**config.mk**
```make
export PLATFORM = sky130hd
export DESIGN_NAME = dle_frame_receiver_crc8_flat
export DESIGN_NICKNAME = d
export VERILOG_FILES = /design/src/hdl/dfr_pkg.sv /design/src/hdl/dfr_rx_if.sv /design/src/hdl/dfr_res_if.sv /design/src/hdl/dfr_parser.sv /design/src/hdl/dfr_out_buf.sv /design/src/hdl/dle_frame_receiver_crc8.sv /design/src/flat_wrapper.sv
export SDC_FILE = /design/constraint.sdc
export NUM_CORES = 1
export LEC_CHECK = 0
export BUFFER_PORTS_ARGS = -buffer_cell sky130_fd_sc_hd__buf_2
export CAP_MARGIN = 20
export CORE_MARGIN = 3
export CORE_UTILIZATION = 60
export DETAILED_ROUTE_END_ITERATION = 6
export HOLD_SLACK_MARGIN = 0.15
export PLACE_DENSITY = 0.78
export SLEW_MARGIN = 20
export SYNTH_ARGS = -nofsm -noshare
export SYNTH_HDL_FRONTEND = slang
export SYNTH_SLANG_ARGS = --single-unit
```
**constraint.sdc**
```tcl
create_clock -name clk -period 4.41 [get_ports clk]
set_input_delay 0.441 -clock clk [delete_from_list [all_inputs] [get_ports clk]]
set_output_delay 0.441 -clock clk [all_outputs]
set_load 0.02 [all_outputs]
```
**src/hdl/dfr_pkg.sv**
```systemverilog
package dfr_pkg;

    localparam logic [7:0] MARK_DLE = 8'd11;
    localparam logic [7:0] MARK_STX = 8'd2;
    localparam logic [7:0] CMD_ACK  = 8'd7;
    localparam logic [7:0] CMD_NACK = 8'd8;
    localparam logic [7:0] CRC_POLY = 8'h07;
    localparam logic [7:0] MIN_SIZE = 8'd2;

    typedef enum logic
    {
        KIND_DATA    = 1'b0,
        KIND_VERDICT = 1'b1
    } kind_t;

    typedef enum logic [2:0]
    {
        VERD_SEND_ACK     = 3'd0,
        VERD_SEND_NACK    = 3'd1,
        VERD_ACK_MATCHED  = 3'd2,
        VERD_ACK_BAD_SEQ  = 3'd3,
        VERD_NACK_RESEND  = 3'd4,
        VERD_IGNORED      = 3'd5,
        VERD_MALFORMED    = 3'd6
    } verdict_t;

    typedef struct packed
    {
        kind_t      kind;
        logic [7:0] payload_byte;
        verdict_t   verdict;
        logic [7:0] frame_seq;
        logic [7:0] frame_command;
        logic [7:0] frame_target;
    } result_t;

    // crc-8, msb first, one byte folded in
    function automatic logic [7:0] crc8_next(input logic [7:0] acc, input logic [7:0] b);
        logic [7:0] r;
        r = acc ^ b;
        for (int k = 0; k < 8; k++)
        begin
            if (r[7])
            begin
                r = {r[6:0], 1'b0} ^ CRC_POLY;
            end
            else
            begin
                r = {r[6:0], 1'b0};
            end
        end
        return r;
    endfunction

endpackage

```
**src/hdl/dfr_rx_if.sv**
```systemverilog
interface dfr_rx_if;
    logic       valid;
    logic       ready;
    logic [7:0] rx_byte;
    logic       awaiting_ack;
    logic [7:0] expected_seq;

    modport source (output valid, output rx_byte, output awaiting_ack,
                    output expected_seq, input ready);
    modport sink (input valid, input rx_byte, input awaiting_ack,
                  input expected_seq, output ready);
endinterface

```
**src/hdl/dfr_res_if.sv**
```systemverilog
interface dfr_res_if;
    logic       valid;
    logic       ready;
    logic       kind;
    logic [7:0] payload_byte;
    logic [2:0] verdict;
    logic [7:0] frame_seq;
    logic [7:0] frame_command;
    logic [7:0] frame_target;

    modport source (output valid, output kind, output payload_byte, output verdict,
                    output frame_seq, output frame_command, output frame_target,
                    input ready);
    modport sink (input valid, input kind, input payload_byte, input verdict,
                  input frame_seq, input frame_command, input frame_target,
                  output ready);
endinterface

```
**src/hdl/dfr_parser.sv**
```systemverilog
module dfr_parser
    import dfr_pkg::*;
(
    input  logic       clk,
    input  logic       rst_n,
    input  logic       fire,
    input  logic [7:0] rx_byte,
    input  logic       awaiting_ack,
    input  logic [7:0] expected_seq,
    output logic       res_valid,
    output result_t    res
);

    typedef enum logic [2:0]
    {
        ST_HUNT,
        ST_STX,
        ST_SEQ,
        ST_SIZE,
        ST_CMD,
        ST_TGT,
        ST_DATA,
        ST_CHK
    } state_t;

    state_t     state_reg, state_next;
    logic [7:0] seq_reg, seq_next;
    logic [7:0] size_reg, size_next;
    logic [7:0] left_reg, left_next;
    logic [7:0] crc_reg, crc_next;
    logic [7:0] cmd_reg, cmd_next;
    logic [7:0] tgt_reg, tgt_next;
    logic [7:0] first_reg, first_next;
    logic [7:0] crc_upd;
    logic [7:0] left_dec;
    logic [8:0] left_plus2;

    assign crc_upd    = crc8_next(crc_reg, rx_byte);
    assign left_dec   = left_reg - 8'd1;
    assign left_plus2 = {1'b0, left_reg} + 9'd2;

    always_comb
    begin
        state_next = state_reg;
        seq_next   = seq_reg;
        size_next  = size_reg;
        left_next  = left_reg;
        crc_next   = crc_reg;
        cmd_next   = cmd_reg;
        tgt_next   = tgt_reg;
        first_next = first_reg;
        res_valid  = 1'b0;
        res.kind          = KIND_DATA;
        res.payload_byte  = 8'd0;
        res.verdict       = VERD_SEND_ACK;
        res.frame_seq     = seq_reg;
        res.frame_command = cmd_reg;
        res.frame_target  = tgt_reg;

        case (state_reg)
            ST_HUNT:
            begin
                if (rx_byte == MARK_DLE)
                begin
                    state_next = ST_STX;
                end
            end
            ST_STX:
            begin
                if (rx_byte == MARK_STX)
                begin
                    state_next = ST_SEQ;
                end
                else if (rx_byte != MARK_DLE)
                begin
                    state_next = ST_HUNT;
                end
            end
            ST_SEQ:
            begin
                seq_next   = rx_byte;
                state_next = ST_SIZE;
            end
            ST_SIZE:
            begin
                size_next = rx_byte;
                if (rx_byte < MIN_SIZE)
                begin
                    state_next        = ST_HUNT;
                    res_valid         = 1'b1;
                    res.kind          = KIND_VERDICT;
                    res.verdict       = VERD_MALFORMED;
                    res.frame_command = 8'd0;
                    res.frame_target  = 8'd0;
                end
                else
                begin
                    left_next  = rx_byte - MIN_SIZE;
                    crc_next   = 8'd0;
                    state_next = ST_CMD;
                end
            end
            ST_CMD:
            begin
                cmd_next   = rx_byte;
                crc_next   = crc8_next(8'd0, rx_byte) ^ crc8_next(crc_reg, 8'd0);
                state_next = ST_TGT;
            end
            ST_TGT:
            begin
                tgt_next   = rx_byte;
                crc_next   = crc_upd;
                state_next = (left_reg == 8'd0) ? ST_CHK : ST_DATA;
            end
            ST_DATA:
            begin
                if (left_plus2 == {1'b0, size_reg})
                begin
                    first_next = rx_byte;
                end
                crc_next  = crc_upd;
                left_next = left_dec;
                if (left_dec == 8'd0)
                begin
                    state_next = ST_CHK;
                end
                res_valid        = 1'b1;
                res.payload_byte = rx_byte;
            end
            ST_CHK:
            begin
                if (size_reg == MIN_SIZE)
                begin
                    first_next = rx_byte;
                end
                crc_next   = crc_upd;
                state_next = ST_HUNT;
                res_valid  = 1'b1;
                res.kind   = KIND_VERDICT;
                if (crc_upd != 8'd0)
                begin
                    res.verdict = VERD_SEND_NACK;
                end
                else if (!awaiting_ack)
                begin
                    res.verdict = VERD_SEND_ACK;
                end
                else if (first_next == CMD_ACK)
                begin
                    res.verdict = (seq_reg == expected_seq) ? VERD_ACK_MATCHED
                                                            : VERD_ACK_BAD_SEQ;
                end
                else if (first_next == CMD_NACK)
                begin
                    res.verdict = VERD_NACK_RESEND;
                end
                else
                begin
                    res.verdict = VERD_IGNORED;
                end
            end
            default:
            begin
                state_next = ST_HUNT;
            end
        endcase

        if (!fire)
        begin
            res_valid = 1'b0;
        end
    end

    always_ff @(posedge clk or negedge rst_n)
    begin
        if (!rst_n)
        begin
            state_reg <= ST_HUNT;
            seq_reg   <= 8'd0;
            size_reg  <= 8'd0;
            left_reg  <= 8'd0;
            crc_reg   <= 8'd0;
            cmd_reg   <= 8'd0;
            tgt_reg   <= 8'd0;
            first_reg <= 8'd0;
        end
        else if (fire)
        begin
            state_reg <= state_next;
            seq_reg   <= seq_next;
            size_reg  <= size_next;
            left_reg  <= left_next;
            crc_reg   <= crc_next;
            cmd_reg   <= cmd_next;
            tgt_reg   <= tgt_next;
            first_reg <= first_next;
        end
    end

endmodule

```
**src/hdl/dfr_out_buf.sv**
```systemverilog
module dfr_out_buf
    import dfr_pkg::*;
(
    input  logic    clk,
    input  logic    rst_n,
    input  logic    push,
    input  result_t push_data,
    output logic    space,
    output logic    head_valid,
    output result_t head,
    input  logic    pop_ready
);

    logic    head_valid_reg, head_valid_next;
    logic    skid_valid_reg, skid_valid_next;
    result_t head_reg, head_next;
    result_t skid_reg, skid_next;
    logic    pop;

    assign pop        = head_valid_reg && pop_ready;
    assign space      = !skid_valid_reg;
    assign head_valid = head_valid_reg;
    assign head       = head_reg;

    always_comb
    begin
        head_valid_next = head_valid_reg;
        skid_valid_next = skid_valid_reg;
        head_next       = head_reg;
        skid_next       = skid_reg;
        if (pop)
        begin
            if (skid_valid_reg)
            begin
                // skid moves up; no push possible while skid is full
                head_next       = skid_reg;
                skid_valid_next = 1'b0;
            end
            else if (push)
            begin
                head_next = push_data;
            end
            else
            begin
                head_valid_next = 1'b0;
            end
        end
        else if (push)
        begin
            if (!head_valid_reg)
            begin
                head_next       = push_data;
                head_valid_next = 1'b1;
            end
            else
            begin
                skid_next       = push_data;
                skid_valid_next = 1'b1;
            end
        end
    end

    always_ff @(posedge clk or negedge rst_n)
    begin
        if (!rst_n)
        begin
            head_valid_reg <= 1'b0;
            skid_valid_reg <= 1'b0;
        end
        else
        begin
            head_valid_reg <= head_valid_next;
            skid_valid_reg <= skid_valid_next;
        end
    end

    always_ff @(posedge clk)
    begin
        head_reg <= head_next;
        skid_reg <= skid_next;
    end

endmodule

```
**src/hdl/dle_frame_receiver_crc8.sv**
```systemverilog
// dle/stx frame receiver with crc-8 check and ack/nack verdict
//
// rx channel: one received serial byte per item, with awaiting_ack and
//   expected_seq sampled alongside (they only matter on the crc byte)
// res channel: zero or one item per rx item; kind 0 carries a data byte
//   of the frame, kind 1 carries the end-of-frame verdict (or a malformed
//   verdict, with zero command and target, when the size byte is below
//   two), with the frame's sequence, command and target bytes attached
// results: each result is registered into the head or skid register
// throughput: one rx item per cycle while the skid slot is free; parser
//   state and crc-8 are a single shallow step per byte, so nothing iterates
// reset: parser goes back to hunting for dle, all held bytes and the crc
//   clear, and the two-entry result buffer empties
// stall: results sit in a head register plus a skid register; rx stays
//   ready as long as the skid register is free, so one stalled result does
//   not hold up the link, a second pending result deasserts rx.ready
module dle_frame_receiver_crc8
    import dfr_pkg::*;
(
    input  logic clk,
    input  logic rst_n,
    dfr_rx_if.sink    rx,
    dfr_res_if.source res
);

    logic    fire;
    logic    space;
    logic    res_valid;
    result_t parsed;
    logic    head_valid;
    result_t head;

    // ready comes from a register only: the skid slot being free
    assign rx.ready = space;
    assign fire     = rx.valid && space;

    // byte parser, crc and verdict logic
    dfr_parser u_parser
    (
        .clk          (clk),
        .rst_n        (rst_n),
        .fire         (fire),
        .rx_byte      (rx.rx_byte),
        .awaiting_ack (rx.awaiting_ack),
        .expected_seq (rx.expected_seq),
        .res_valid    (res_valid),
        .res          (parsed)
    );

    // result register with skid stage
    dfr_out_buf u_out_buf
    (
        .clk        (clk),
        .rst_n      (rst_n),
        .push       (res_valid),
        .push_data  (parsed),
        .space      (space),
        .head_valid (head_valid),
        .head       (head),
        .pop_ready  (res.ready)
    );

    assign res.valid         = head_valid;
    assign res.kind          = head.kind;
    assign res.payload_byte  = head.payload_byte;
    assign res.verdict       = head.verdict;
    assign res.frame_seq     = head.frame_seq;
    assign res.frame_command = head.frame_command;
    assign res.frame_target  = head.frame_target;

endmodule
```
**src/flat_wrapper.sv**
```systemverilog
// flat-port wrapper written by rule: the top's interface ports become plain ports
module dle_frame_receiver_crc8_flat import dfr_pkg::*;
  (clk, rst_n, rx_valid, rx_rx_byte, rx_awaiting_ack, rx_expected_seq, rx_ready, res_valid, res_kind, res_payload_byte, res_verdict, res_frame_seq, res_frame_command, res_frame_target, res_ready);
  dfr_rx_if rx_i ();
  dfr_res_if res_i ();
  input  logic clk;
  input  logic rst_n;
  input wire logic [$bits(rx_i.valid)-1:0] rx_valid;
  input wire logic [$bits(rx_i.rx_byte)-1:0] rx_rx_byte;
  input wire logic [$bits(rx_i.awaiting_ack)-1:0] rx_awaiting_ack;
  input wire logic [$bits(rx_i.expected_seq)-1:0] rx_expected_seq;
  output wire logic [$bits(rx_i.ready)-1:0] rx_ready;
  output wire logic [$bits(res_i.valid)-1:0] res_valid;
  output wire logic [$bits(res_i.kind)-1:0] res_kind;
  output wire logic [$bits(res_i.payload_byte)-1:0] res_payload_byte;
  output wire logic [$bits(res_i.verdict)-1:0] res_verdict;
  output wire logic [$bits(res_i.frame_seq)-1:0] res_frame_seq;
  output wire logic [$bits(res_i.frame_command)-1:0] res_frame_command;
  output wire logic [$bits(res_i.frame_target)-1:0] res_frame_target;
  input wire logic [$bits(res_i.ready)-1:0] res_ready;
  assign rx_i.valid = rx_valid;
  assign rx_i.rx_byte = rx_rx_byte;
  assign rx_i.awaiting_ack = rx_awaiting_ack;
  assign rx_i.expected_seq = rx_expected_seq;
  assign rx_ready = rx_i.ready;
  assign res_valid = res_i.valid;
  assign res_kind = res_i.kind;
  assign res_payload_byte = res_i.payload_byte;
  assign res_verdict = res_i.verdict;
  assign res_frame_seq = res_i.frame_seq;
  assign res_frame_command = res_i.frame_command;
  assign res_frame_target = res_i.frame_target;
  assign res_i.ready = res_ready;
  dle_frame_receiver_crc8 u_core (.clk(clk), .rst_n(rst_n), .rx(rx_i), .res(res_i));
endmodule
```
# [Word level (Yosys, flattened, before mapping)]
# Index checks and enable logic that the tools add are counted.
[op_classes] add_sub_neg=3 order_cmp=1 eq_ne=23 n_mux=81 n_bitwise=27 reduce_logical=27
[ops] operator="36-bit two-way mux" count=5
[ops] operator="8-bit two-way mux" count=22
[ops] operator="3-bit two-way mux" count=33
[ops] operator="3-bit inverter" count=24
[ops] operator="16-bit two-way mux" count=2
[ops] operator="8-bit case mux with 2 select lines" count=2
[ops] operator="3-bit case mux with 8 select lines" count=1
[ops] operator="8-bit case mux with 3 select lines" count=1
[ops] operator="3-bit AND reduction" count=6
[ops] operator="8-bit by 2-bit == test with 1-bit output (second input constant)" count=2
[ops] operator="8-bit by 4-bit == test with 1-bit output (second input constant)" count=2
[ops] operator="8-bit zero test" count=2
[ops] operator="8-bit XOR" count=2
[ops] operator="3-bit == test (second input constant)" count=4
[ops] operator="1-bit two-way mux" count=12
[ops] operator="2-bit inequality test (second input constant)" count=6
[ops] operator="2-bit AND reduction" count=5
[ops] operator="2-bit nonzero test" count=5
[ops] operator="8-bit by 2-bit adder with 9-bit output (second input constant)" count=1
[ops] operator="9-bit by 8-bit == test with 1-bit output" count=1
[ops] operator="8-bit by 3-bit == test with 1-bit output (second input constant)" count=1
[ops] operator="8-bit == test" count=1
[ops] operator="8-bit by 2-bit less-than comparator with 1-bit output (second input constant)" count=1
[ops] operator="8-bit by 4-bit inequality test with 1-bit output (second input constant)" count=1
[ops] operator="17 further kinds" count=20
[word_totals] ff_bits=133 input_bits=21 out_inout_bits=38 word_cells=184

# [Logic depth before layout (Yosys ltp)]
# Gate-level depths: netlist (run 1).
[depth] ltp_word=26 depth_mapped=10 ltp_nobuf=8

# [By module]
# A second synthesis (run 1) with hierarchy kept.
[unflattened] cells_unflattened=590 area_unflattened_um2=7153.1
[by_module_without_submodules] mod="dfr_parser" instances=1 cells_per_inst=465 area_each_um2=4312.9 seq_area_each_um2=1476.4
[by_module_without_submodules] mod="dfr_out_buf" instances=1 cells_per_inst=124 area_each_um2=2834.0 seq_area_each_um2=2212.1
[by_module_without_submodules] mod="dle_frame_receiver_crc8" instances=1 cells_per_inst=1 area_each_um2=6.3 seq_area_each_um2=0.0

# [Worst setup path after synthesis (run 1)]
# No wires, ideal clock.
[synth_timing] path_type="input port to flip-flop" start="input port rx_rx_byte[2]" end="register u_core.u_out_buf.head_reg (netlist bit u_core.u_out_buf.head[0]), enable pin" setup_time_ps=441 t_arrival_ps=3527 t_required_ps=3969 path_slack_ps=442 cell_stages=8 n_path_buf=1 cell_sequence="buf_2 -> inv_1 -> ha_1 -> a21boi_0 -> o211a_1 -> a21oi_1 -> nand2b_1 -> a21oi_1"
[synth_between] elab_chain_len=6 word_cells_on_any_way=7 cone_classes="order compare (1); mux (3); reduce/logical (3)"
[synth_rtl] item="start, declared" line_no="flat_wrapper.sv:9" rtl="input wire logic [$bits(rx_i.rx_byte)-1:0] rx_rx_byte;"
[synth_rtl] item="8-bit by 2-bit less-than comparator with 1-bit output *" line_no="dfr_parser.sv:87" rtl="if (rx_byte < MIN_SIZE)"
[synth_rtl] item="1-bit two-way mux *" line_no="dfr_parser.sv:87"
[synth_rtl] item="1-bit case mux with 2 select lines *" line_no="dfr_parser.sv:60" rtl="case (state_reg)"
[synth_rtl] item="1-bit two-way mux *" line_no="dfr_parser.sv:168" rtl="if (!fire)"
[synth_rtl] item="2-bit nonzero test (no line)"
[synth_rtl] item="3-bit AND reduction (no line) *"
[synth_rtl] item="end signal, assigned" line_no="dfr_out_buf.sv:79" rtl="head_reg <= head_next;"
[synth_rtl] item="end, declared" line_no="dfr_out_buf.sv:16" rtl="result_t head_reg, head_next;"
# Every way passes the cells marked *; elsewhere a longest branch is shown, timed or not.
# A chain may end at the register's enable or synchronous reset.

==> results.md, run 1 <==
* Outcome: complete, no violations
* Combinational power share at between 20% and 30%
* CTS max path bufs at 2
* Fin area at 7630 um^2
* Post-synthesis sequential area ratio at 55.4%
* Multi-input gate area at between 2000 and 3000 um^2
* Nets at ~640
* Total Routing Usage GR at 25.1%
* Post-Place Worst Slack at 1.19 ns
* FF+latch area at 3690 um^2
* Drt initial violations at 356
* Hold WC Path Type: input port to flop
* Post-synth EDFFs at 72
* FF+latch count, synth at 133
* Cell area after synthesis at 6660 um^2
* Sequential Power Share at 40.4%
* Worst skew pair latency at 0.53 ns
* Via-per-instance ratio at 6.00
* Worst path cell trace: buf_2, inv_1, ha_1, a21boi_0, o211a_1, nand4b_1, and2_1, mux2_2
* R2R depth at 6
* Number of diodes at 0
* Antenna viol nets, final at 0
* RePlAce Congestion at 0.880
* Initial core utilization at 63.1%
* Hold Path Depth at 2
* Drt pass-1 iters at 5
* Crit path largest cell delay at 0.58 ns
* Maximum clock frequency at about 360 MHz
* Worst-path maximum fanout at 18
* Reg2reg setup slack at between 1.5 and 2 ns
* Cell family with most CP delay: simple AND/OR/NAND/NOR gates
* Worst Slack Setup Final at 1.67 ns
* Slowest cell on crit path: nand4b_1
* Min Hold Slack at 0.271 ns
* Total routed wirelength at 14900 um
* Aggregate negative setup slack at 0 ns
* Power Density at 599 nW/um^2
* NetSw at 0.00154 W
* Syn-to-layout area delta at 14.7%
* FFs w/ async S/R, synth at 45.9%
* Period utilization at 62.2%
* CORE AREA at 10600 um^2
* Die height at 111 um
* Hold_sp: rx_rx_byte[4]
* Clk pwr share at 30.5%
* Hold Violations, Final at 0
* Critical path class: input port to flop
* Root buf cell: clkbuf_8
* Yosys synthesis warning count at 0
* Row Count at 37
* CTS tree: built
* Clk sinks at 133
* Die area at about 12000 um^2
* Rel. slew slack at between 40% and 50%
* First-pass GRT wire length at 24500 um
* Via Count at 4533
* Min-Delay Endpoint: u_core.u_parser.size_reg[4]$_DFFE_PN0P_
* RSZ-0062 raised after global routing: no
* Clk_skew at roughly 0.0055 ns
* Fraction of layout cells with a size suffix above 1 at 25.8%
* WP data required at 4.69 ns
* CP bufs+invs at 2
* Top-Level Pins at 59
* Largest net degree at the start of global routing at 62
* Worst-path clk slew at approximately 0.06 ns
* Drt wl/cell at 19.7 um
* Port bufs at 58
* Yosys top cell by area: edfxtp_1
* Mean Syn Cell Area at 12.0 um^2
* Leak pwr at around 3.2 nW
* Most used DFF post-synth: edfxtp_1
* Mapped Nets at 591
* Drt drc at 0
* Fillers at 726
* MaxCap Viol Count at 0
* Cell count after synthesis at 553
* Final min period at around 2.7 ns
* Final slew viol count at 0
* Library cells used by synthesis at 57
* Detail Placement HPWL at 10000 um
* Placed cell area at 7030 um^2
* Vias in the first global route at 4601
* Top cell type's share of synthesized area at 32.5%
* Inserted Clock Buffers at 17
* # Post-CTS Setup Buffers at 0
* Synth top area cells: edfxtp_1, dfrtp_1, mux2_2, xnor2_1, ha_1
* Switching Fraction at 33.7%
* R2r startpoint: u_core.u_parser.crc_reg[3]$_DFFE_PN0P_
* Crit start category: input port
* Max rail drop VDD at 0.328 mV
* Placed Cells at 721
* Least-Margin Pin Slew at about 0.77 ns
* Final setup fails at 0
* Cts hold-fix bufs at 2
* Total gr overflow at 0
* Initial antenna violation count at 0
* Internal Pwr Total at between 0.003 and 0.004 W
* CP Capture Type: flop
* Die X at 111 um
* Finished Layout Cells at around 760
* CTS resizes at 0
* H-tree levels at 4
* Worst path arrival time at 3.02 ns
* Reg2reg end: u_core.u_out_buf.head[24]$_DFFE_PP_
-- how the worst max path moves through the flow --
stage                             start                                 endpoint  slack [ns]  depth (start not counted)
after global placement    rx_rx_byte[3]       u_core.u_out_buf.head[7]$_DFFE_PP_        1.33                          8
after floorplan           rx_rx_byte[2]       u_core.u_out_buf.head[0]$_DFFE_PP_        0.44                          8
after CTS                 rx_rx_byte[3]       u_core.u_out_buf.head[8]$_DFFE_PP_        1.71                          8
after detailed placement  rx_rx_byte[3]  u_core.u_out_buf.skid_reg[22]$_DFFE_PP_        1.19                          9
final                     rx_rx_byte[3]       u_core.u_out_buf.head[8]$_DFFE_PP_        1.67                          8
after global routing      rx_rx_byte[2]       u_core.u_out_buf.head[8]$_DFFE_PP_        1.51                          8
-- metrics by stage --
step                util (%)  total power, W
floorplan                  -         0.00286
global placement        66.6         0.00310
detailed placement      66.6         0.00316
CTS                     72.3         0.00458
global route            72.3         0.00483
finish                  72.3         0.00457
-- logic make-up (layout without fill, tap and decap cells) --
family | Yosys count | count (layout) | share of synthesized area [%]
compound gates | 89 | 89 | 8.29
xor+xnor | 58 | 58 | 8.49
fa+ha+maj | 17 | 17 | 3.19
buf+inv | 50 | 116 | 3.14
flops | 133 | 133 | 55.4
mux | 64 | 64 | 10.8
simple gates | 142 | 142 | 10.7
-- area by class of cell --
class,instances,share of cell area (%)
Sequential cell,133,48.3
Multi-Input combinational cell,370,36.3
Clock buffer,18,5.47
Timing Repair Buffer,64,4.46
Tap cell,136,2.23
Clock inverter,14,2.20
Inverter,20,0.983
-- synth_stat cells (all sizes together), types with 3 or more instances --
| library cell | n |
|---|---|
| a21boi | 3 |
| a21o | 3 |
| a21oi | 18 |
| a221o | 3 |
| and2 | 23 |
| buf | 8 |
| clkbuf | 22 |
| dfrtp | 61 |
| edfxtp | 72 |
| ha | 17 |
| inv | 19 |
| mux2 | 61 |
| mux2i | 3 |
| nand2 | 51 |
| nand2b | 5 |
| nand3 | 8 |
| nand4 | 5 |
| nor2 | 24 |
| nor2b | 3 |
| nor4 | 4 |
| nor4b | 3 |
| o211ai | 3 |
| o21ai | 38 |
| o22ai | 3 |
| o31ai | 3 |
| or3 | 5 |
| xnor2 | 42 |
| xnor3 | 3 |
| xor2 | 13 |
-- cell usage in the layout (no fill, tap or decap), types with 4 or more instances in the layout --
cell       count
mux2_2        61
xor2_1        12
a21oi_1       17
dfrtp_1       61
nand3_1        8
ha_1          17
buf_4          4
nor2_1        23
clkbuf_16     16
buf_2         58
edfxtp_1      72
inv_1         19
nand2_1       51
inv_6          5
and2_1        23
nor4_1         4
nand2b_1       5
nand4_1        5
or3_1          5
xnor2_1       41
o21ai_0       38
-- worst reg2reg max path, delay by kind of cell (launching register included) --
kind	cells	cell delay [ns]
mux	1	0.26
simple gates	1	0.42
xor+xnor	2	0.63
flops	1	0.46
compound gates	2	0.71
-- power groups by stage --
stage,clock [W],sequential [W],combinational [W]
2_1_floorplan,0,0.00174,0.00112
3_3_place_gp,0,0.00185,0.00126
3_5_place_dp,0,0.00186,0.00130
4_1_cts,0.00140,0.00184,0.00133
5_1_grt,0.00146,0.00188,0.00148
6_report,0.00139,0.00185,0.00133
-- per-layer routing --
layer | track usage (%) | part of all wire (%) | vias up
met5 | 0 | 0 | -
met1 | 34.0 | 42 | 2235
met3 | 5.43 | 6.4 | 30
li1 | - | - | 2085
met4 | 8.35 | 2.1 | 0
met2 | 40.8 | 49 | 183
No activity file was read; power rests on OpenSTA's default activity.
==> run 2: changes to the inputs <==
==> constraint.sdc (replaced) <==
create_clock -name clk -period 2.8 [get_ports clk]
set_input_delay 0.28 -clock clk [delete_from_list [all_inputs] [get_ports clk]]
set_output_delay 0.28 -clock clk [all_outputs]
set_load 0.02 [all_outputs]
==> run 2 against run 1 <==
Combinational power increased by 65%. Cell count rose by 3.0%. Global-route usage rose by 1.2 points. Critical path type is now flop to flop.
==> results.md, run 2 (synthesis results as in run 1) <==
* Via-per-instance ratio at 5.96 (-0.82%)
* Die X at 111 um (unchanged)
* Post-Place Worst Slack at 0.183 ns (-1.01 ns)
* Initial core utilization at 63.1% (unchanged)
* Clk sinks at 133 (unchanged)
* MaxCap Viol Count at 0 (unchanged)
* First-pass GRT wire length at 25200 um (+3.1%)
* Drt wl/cell at 20.0 um (+1.1%)
* Via Count at 4633 (+2.2%)
* Fillers at 670 (-7.7%)
* Drt drc at 0 (unchanged)
* WP data required at 3.21 ns (-1.48 ns)
* Internal Pwr Total at 0.00513 W (+69%)
* Reg2reg setup slack at 0.16 ns (-1.53 ns)
* Power Total at 0.00752 W (+64%)
* RePlAce Congestion at 0.871 (-1.0%)
* Port bufs at 58 (unchanged)
* Syn-to-layout area delta at 18.9%
* Nets at 667 (+3.6%)
* Outcome: complete, no violations
* Switching Fraction at 31.7% (-2.0 points)
* Combinational power share at 29.2% (about the same)
* Commonest non-fill, non-tap cell in the layout: edfxtp_1
* Total routed wirelength at 15500 um (+4.2%)
* Clk pwr share at 32.4% (+1.9 points)
* Aggregate negative setup slack at 0 ns (unchanged)
* Clk_skew at 0.0121 ns (+0.00666 ns)
* NetSw at 0.00239 W (+55%)
* Number of diodes at 0 (unchanged)
* Worst-path clk slew at 0.06 ns (about the same)
* Top-Level Pins at 59 (unchanged)
* Max rail drop VDD at 0.653 mV (+99%)
* Placed cell area at 7220 um^2 (+2.7%)
* Hold WC Path Type: input port to flop
* Vias in the first global route at 4805 (+4.4%)
* Drt pass-1 iters at 5 (unchanged)
* Crit start category: flop
* Period utilization at 94.4%
* Maximum clock frequency at 378 MHz
* Critical path class: flop to flop
* Worst skew pair latency at 0.53 ns (about the same)
* Die height at 111 um (unchanged)
* Detail Placement HPWL at 10400 um (+3.2%)
* Sequential Power Share at 38.3% (-2.1 points)
* Power Density at 950 nW/um^2 (+59%)
* Drt initial violations at 456 (+28%)
* Final slew viol count at 0 (unchanged)
* Root buf cell: clkbuf_8
* CTS tree: built
* Rel. slew slack at 64.2% (+15 points)
* Row Count at 37 (unchanged)
* Least-Margin Pin Slew at 0.537 ns (-0.229 ns)
* Worst path arrival time at 3.06 ns (+0.04 ns)
* Initial antenna violation count at 0 (unchanged)
* Antenna viol nets, final at 0 (unchanged)
* CTS max path bufs at 2 (unchanged)
* Total gr overflow at 0 (unchanged)
* H-tree levels at 4 (unchanged)
* Fin area at 7920 um^2 (+3.7%)
* Worst-path maximum fanout at 8 (-10)
* Fraction of layout cells with a size suffix above 1 at 28.0% (+2.2 points)
* Total Routing Usage GR at 26.4% (+1.2 points)
* Worst Slack Setup Final at 0.158 ns (-1.51 ns)
* Hold Violations, Final at 0 (unchanged)
* Leak pwr at 3.38 nW (+4.9%)
* Inserted Clock Buffers at 17 (unchanged)
* RSZ-0062 raised after global routing: no
* Most frequent cells in the layout: edfxtp_1, mux2_2, dfrtp_1, buf_2, nand2_1
* Final Core Density at 75.0% (+2.7 points)
* # Post-CTS Setup Buffers at 0 (unchanged)
* Final min period at 2.64 ns
* Largest net degree at the start of global routing at 62 (unchanged)
* Final setup fails at 0 (unchanged)
* Die area at 12400 um^2 (unchanged)
* CP Capture Type: flop
* CORE AREA at 10600 um^2 (unchanged)
-- run 2: changes by cell type in the layout (fill, tap and decap cells not counted), sizes merged --
cell	delta
dlygate4sd3	+3
inv	-4
clkinvlp	-1
clkinv	-1
clkbuf	+3
bufinv	+3
buf	+20
-- run 2: cell type report --
| cell class | count | area (um^2) | area share [%] |
|---|---|---|---|
| Inverter | 20 | 75.1 | 0.948 |
| Timing Repair Buffer | 87 | 558 | 7.05 |
| Sequential cell | 133 | 3690 | 46.6 |
| Clock inverter | 11 | 196 | 2.48 |
| Tap cell | 136 | 170 | 2.15 |
| Clock buffer | 21 | 449 | 5.67 |
| Multi-Input combinational cell | 370 | 2780 | 35.1 |
-- run 2: power groups by stage --
stage	clock network [W]	logic (W)	registers [W]
after floorplan	0	0.00177	0.00273
after global placement	0	0.00207	0.00289
after detailed placement	0	0.00215	0.00290
after CTS	0.00246	0.00219	0.00287
after global routing	0.00256	0.00244	0.00293
final	0.00244	0.00220	0.00288
-- run 2: metrics by stage --
step	instances	hold slack, ns
CTS	778	0.155
finish	778	0.184
global placement	741	0.312
detailed placement	741	0.318
floorplan	553	-0.0156
global route	778	0.173
-- run 2: per-layer routing --
| layer | up-vias | global-route usage [%] | share of wire [%] |
|---|---|---|---|
| met5 | - | 0 | 0 |
| met4 | 0 | 9.57 | 1.9 |
| met3 | 31 | 7.77 | 7.2 |
| met2 | 201 | 42.7 | 49 |
| met1 | 2278 | 34.1 | 41 |
| li1 | 2123 | - | - |
-- run 2: path summary, 6_finish.rpt --
kind,start,to,cells after the start
max in group asynchronous,rst_n,u_core.u_parser.left_reg[2]$_DFFE_PN0P_,3
worst max-delay path,u_core.u_parser.left_reg[1]$_DFFE_PN0P_,u_core.u_parser.first_reg[6]$_DFFE_PN0P_,7
worst max register to register,u_core.u_parser.left_reg[1]$_DFFE_PN0P_,u_core.u_parser.first_reg[6]$_DFFE_PN0P_,7
worst min-delay path,rx_rx_byte[2],u_core.u_parser.tgt_reg[2]$_DFFE_PN0P_,2
min in group asynchronous,rst_n,u_core.u_parser.crc_reg[1]$_DFFE_PN0P_,3
worst min register to register,u_core.u_parser.cmd_reg[5]$_DFFE_PN0P_,u_core.u_parser.cmd_reg[5]$_DFFE_PN0P_,2
-- run 2: timing repair --
action	4_1_cts	5_1_grt
setup endpoints to repair	0	16
hold endpoints to repair	70	0
gates resized for setup	0	2
hold buffers	5	0
-- run 2: worst max-delay path, stage by stage (launching register included) --
cell       delay (ns)
dfrtp_1          0.41
ha_1             0.30
nand3_1          0.12
a2111oi_0        0.50
a221o_1          0.18
o2111ai_1        0.16
a221o_1          0.52
mux2_2           0.34
